==> src/rtl/fccw_pkg.sv <==
package fccw_pkg;

    localparam int TABLE_BYTES  = 4608;
    localparam int SECTOR_BYTES = 512;
    localparam int MAX_CLUSTERS = 64;

    localparam int ADDR_W  = $clog2(TABLE_BYTES);
    localparam int IDX_W   = 13;
    localparam int CLUS_W  = 12;
    localparam int SECT_W  = 13;
    localparam int FSIZE_W = 21;
    localparam int CNT_W   = 10;
    localparam int NUM_W   = $clog2(MAX_CLUSTERS + 1);

    localparam logic [SECT_W-1:0] SECTOR_OFFSET = SECT_W'(33 - 2);

    localparam logic OP_WRITE = 1'b0;
    localparam logic OP_WALK  = 1'b1;

    localparam logic [1:0] ST_CONT = 2'd0;
    localparam logic [1:0] ST_END  = 2'd1;
    localparam logic [1:0] ST_FREE = 2'd2;
    localparam logic [1:0] ST_CAP  = 2'd3;

    typedef enum logic [1:0] {
        S_IDLE,
        S_RD_LO,
        S_RD_HI,
        S_EMIT
    } t_state;

    // controller to datapath
    typedef struct packed {
        logic wr;      // store the accepted table byte
        logic start;   // load a new walk
        logic rd_hi;   // address the upper byte of the entry
        logic cap_lo;  // hold the lower byte
        logic emit;    // try to load the result register
    } t_cmd;

    // datapath to controller
    typedef struct packed {
        logic start_ok;  // first cluster is neither free nor an end marker
        logic emitted;   // result register was loaded this cycle
        logic last;      // the loaded result closes the walk
    } t_stat;

    function automatic logic is_end(input logic [CLUS_W-1:0] v);
        return &v[CLUS_W-1:3];
    endfunction

endpackage

==> src/rtl/fccw_ctrl.sv <==
module fccw_ctrl (
    input  logic          i_clk,
    input  logic          i_rst_n,
    input  logic          i_in_valid,
    input  logic          i_operation,
    input  fccw_pkg::t_stat i_stat,
    output logic          o_in_ready,
    output fccw_pkg::t_cmd  o_cmd
);
    import fccw_pkg::*;

    t_state r_state, n_state;
    logic   accept;

    assign accept = i_in_valid && o_in_ready;

    always_ff @(posedge i_clk) begin
        if (!i_rst_n) begin
            r_state <= S_IDLE;
        end else begin
            r_state <= n_state;
        end
    end

    always_comb begin
        n_state = r_state;
        case (r_state)
            S_IDLE: begin
                if (accept && i_operation == OP_WALK && i_stat.start_ok) begin
                    n_state = S_RD_LO;
                end
            end
            S_RD_LO: n_state = S_RD_HI;
            S_RD_HI: n_state = S_EMIT;
            S_EMIT: begin
                if (i_stat.emitted) begin
                    n_state = i_stat.last ? S_IDLE : S_RD_LO;
                end
            end
            default: n_state = S_IDLE;
        endcase
    end

    always_comb begin
        o_in_ready = 1'b0;
        o_cmd      = '0;
        case (r_state)
            S_IDLE: begin
                o_in_ready  = 1'b1;
                o_cmd.wr    = accept && i_operation == OP_WRITE;
                o_cmd.start = accept && i_operation == OP_WALK;
            end
            S_RD_LO: o_cmd.rd_hi = 1'b0;
            S_RD_HI: begin
                o_cmd.rd_hi  = 1'b1;
                o_cmd.cap_lo = 1'b1;
            end
            S_EMIT: begin
                // keep addressing the upper byte so the read data holds while stalled
                o_cmd.rd_hi = 1'b1;
                o_cmd.emit  = 1'b1;
            end
            default: o_cmd = '0;
        endcase
    end

endmodule

==> config.mk <==
export PLATFORM = sky130hd
export DESIGN_NAME = fccw_ctrl
export DESIGN_NICKNAME = d
export VERILOG_FILES = /design/src/rtl/fccw_pkg.sv /design/src/rtl/fccw_ctrl.sv
export SDC_FILE = /design/constraint.sdc
export NUM_CORES = 1
export LEC_CHECK = 0
export ABC_AREA = 1
export BUFFER_PORTS_ARGS = -buffer_cell sky130_fd_sc_hd__buf_2
export CAP_MARGIN = 10
export CORE_AREA = 2 2 39 41
export DETAILED_ROUTE_END_ITERATION = 8
export DIE_AREA = 0 0 41 43
export PLACE_DENSITY = 0.42
export SYNTH_ARGS = -nofsm -noshare
export SYNTH_HDL_FRONTEND = slang
export SYNTH_SLANG_ARGS = --single-unit
==> constraint.sdc <==
create_clock -name i_clk -period 1.29 [get_ports i_clk]
set_input_delay 0.258 -clock i_clk [delete_from_list [all_inputs] [get_ports i_clk]]
set_output_delay 0.258 -clock i_clk [all_outputs]
set_load 0.01 [all_outputs]
==> metrics.md <==
| Metric | Value |
|---|---|
| All-Layer GR Usage | 6.91% |
| Total Routed Length | 465 um |
| DIE WIDTH | 41 um |
| Reg2Reg Launch Point | r_state[0] |
| CTS tree | yes |
| Largest family of logic cells by synthesized area | simple AND/OR/NAND/NOR gates |
| Worst-Margin Slew | 0.123 ns |
| Most flops, register | r_state |
| Number of hold violations in the final report | 0 |
| Antenna Cells | 0 |
| Worst-path fanout max | 4 |
| Mux contribution to synthesized area | 0% |
| CP Capture Type | primary output |
| Post-synthesis sequential area ratio | 22.5% |
| Synth Register Bits | 2 |
| Slew Viols, Final | 0 |
| Post-Layout Cell Count | 61 |
| Slew HR | 91.8% |
| TritonRoute pass-1 iters | 1 |
| Net Sw Frac | 41.1% |
| Multi-input logic area | 154 um^2 |
| Row count | 14 |
| Clk buf depth | 2 |
| Gpl congestion | 0.740 |
| Power per cell area | 2490 nW/um^2 |
| Clk sinks | 2 |
| Worst-Skew Late Latency | 0.22 ns |
| Status | complete, but fails checks |
| HPWL after DPL | 377 um |
| CORE AREA | 1380 um^2 |
| Syn avg cell area | 6.35 um^2 |
| Yosys warns | 0 |
| Crit path max-delay cell type | dfxtp_4 |
| FMAX | 0.727 GHz |
| Critical path arrival | 1.12 ns |
| P_int | 0.508 mW |
| Yosys cell types | 11 |
| Max rail drop VDD | 0.754 mV |
| Clock power frac | 15.6% |
| Post-synthesis compound-gate area fraction | 8.45% |
| I/O Pins | 13 |
| Vias in the first global route | 238 |
| H-tree Lvls | 1 |
| Reg clk slew, reported paths | 0.03 ns |
| Post-Synth XOR/XNOR Area | 0% |
| Share of cells above drive strength 1 | 60.0% |
| Simple-Gate Fraction of Synth Area | 37.3% |
| DP Cell Count | 57 |
| Storage element area | 47.5 um^2 |
| Worst clock skew | 0.00172 ns |
| Commonest non-fill, non-tap cell in the layout | buf_2 |
| Post-layout nets | 57 |
| R2R setup slack | 0.12 ns |
| Failing checks | negative setup slack |
| Antenna violations before repair | 0 |
| Setup ws final | -0.0853 ns |
| Crit path launch type | flip-flop |
| Worst Hold End | r_state[1] |
| Port bufs | 12 |
| Via/cell ratio | 3.82 |
| Starting density of the core | 12.8% |
| Die area | 1760 um^2 |
| Fill cells | 168 |
| Final setup viols | 2 |
| Registers with the most flip-flops | r_state (2) |
| Overflow after GRT | 0 |
| CTS root buffer | clkbuf_4 |
| Sw Pwr | 0.355 mW |
| Largest net degree at the start of global routing | 6 |
| Lkg Pwr | 0.174 nW |
| Critical hold path startpoint | i_rst_n |
| Drt wl/cell | 7.62 um |
| Synth Instances | 28 |
| CP Class | flip-flop to primary output |
| CP top delay family | flip-flops |
| RSZ-0062 raised after global routing | yes |
| Post-route ant nets | 0 |
| Die Span Y | 43 um |
| TritonCTS Buffers | 3 |
| Area Growth Syn to Fin | 95.1% |
| Hold Path Cell Cnt | 3 |
| Worst reg-to-reg path cell count | 6 |
| Final Cycle Share | 107% |
| Syn Nets | 38 |
| Worst reg2reg path endpoint | r_state[0] |
| Seq pwr share | 19.4% |
| First-pass GRT wire length | 786 um |
| WP data required | 1.03 ns |
| Maximum Capacitance Violations | 0 |
| Worst path cell trace | ha_2 > or2_4 > buf_6 |
| Slowest stage delay, CP | 0.35 ns |
| Dpl ws | -0.0272 ns |
| Max FFs per register | 2 |
| Synthesized cell area | 178 um^2 |
| Initial DRC count | 0 |
| Buf/Inv on CP | 1 |
| Gate power share | 65.0% |
| Hold Crit Class | primary input to flip-flop |
| Tmin final | 1.38 ns |
| Vias | 233 |
| Most frequent cells in the layout | buf_2 (11), nand2_1 (5), nor2_1 (4) |
| Adder-cell share of the synthesized area | 21.1% |
| Residual DRC count | 0 |
## Yosys cell counts
library cell,instances,area share [%]
nand3_1,1,2.8
nand4_1,1,3.5
nand2_1,6,13
or2_2,1,3.5
inv_1,5,11
a21oi_1,2,5.6
o21ai_1,1,2.8
dfxtp_1,2,23
nor2_1,5,11
nand3b_1,1,4.2
ha_1,3,21
## tightest hold or removal path, stage by stage
cell and delay [ns]:
buf_2 0.11, nand2_1 0.06, nor2_1 0.04
## logic make-up (layout without fill, tap and decap cells)
family / count (synthesis) / after routing
AND/OR/NAND/NOR: 15 / 15
buffers and inverters: 5 / 22
adder cells (fa/ha/maj): 3 / 3
AO/OA/AOI/OAI: 3 / 3
flip-flops: 2 / 2
## through the flow
stage	util, %	instance area, um^2	power (mW)	TNS [ns]	hold WS (ns)
5_1_grt	25.0	347	0.980	-0.273	0.295
3_3_place_gp	19.2	265	0.550	-0.00502	0.504
4_1_cts	24.9	344	0.878	-0.134	0.263
2_1_floorplan	-	178	0.415	0	0.379
6_report	25.0	347	0.863	-0.0862	0.280
3_5_place_dp	19.2	265	0.546	-0.0272	0.510
## worst max path at each step
stage	end	depth (start not counted)	slack, ns	startpoint
4_1_cts	o_cmd[2]	3	-0.10	r_state[0]
3_3_place_gp	o_cmd[2]	4	-0.005	r_state[0]
6_report	o_cmd[2]	3	-0.09	r_state[0]
2_1_floorplan	o_cmd[2]	3	0.07	r_state[0]
3_5_place_dp	o_cmd[2]	4	-0.03	r_state[0]
5_1_grt	o_cmd[2]	4	-0.12	r_state[0]
## routing by layer
metal | track usage, % | vias to the layer above | routed length, um
li1 | - | 125 | -
met1 | 6.69 | 105 | 171
met2 | 10.3 | 3 | 278
met3 | 1.57 | 0 | 15
met4 | 8.00 | 0 | 0
met5 | 0 | - | 0
## final cells by class
cell class                      count  area share, %
Sequential cell                     2           13.7
Inverter                            5           6.14
Tap cell                           16           5.78
Clock buffer                        3           6.50
Multi-Input combinational cell     21           44.4
Timing Repair Buffer               14           23.5
## what timing repair did
item / 4_1_cts / 5_1_grt
setup endpoints to repair: 6 / 4
hold buffers: 0 / 0
setup buffers: 1 / 0
resized for setup: 15 / 1
gates cloned: 0 / 0
pin swaps: 1 / 0
## power groups by stage
stage | clock [mW] | sequential, mW | combinational [mW]
2_1_floorplan | 0 | 0.123 | 0.292
3_3_place_gp | 0 | 0.131 | 0.419
3_5_place_dp | 0 | 0.132 | 0.415
4_1_cts | 0.145 | 0.169 | 0.564
5_1_grt | 0.147 | 0.173 | 0.660
6_report | 0.135 | 0.167 | 0.561
Power figures use the tool's default switching activity.
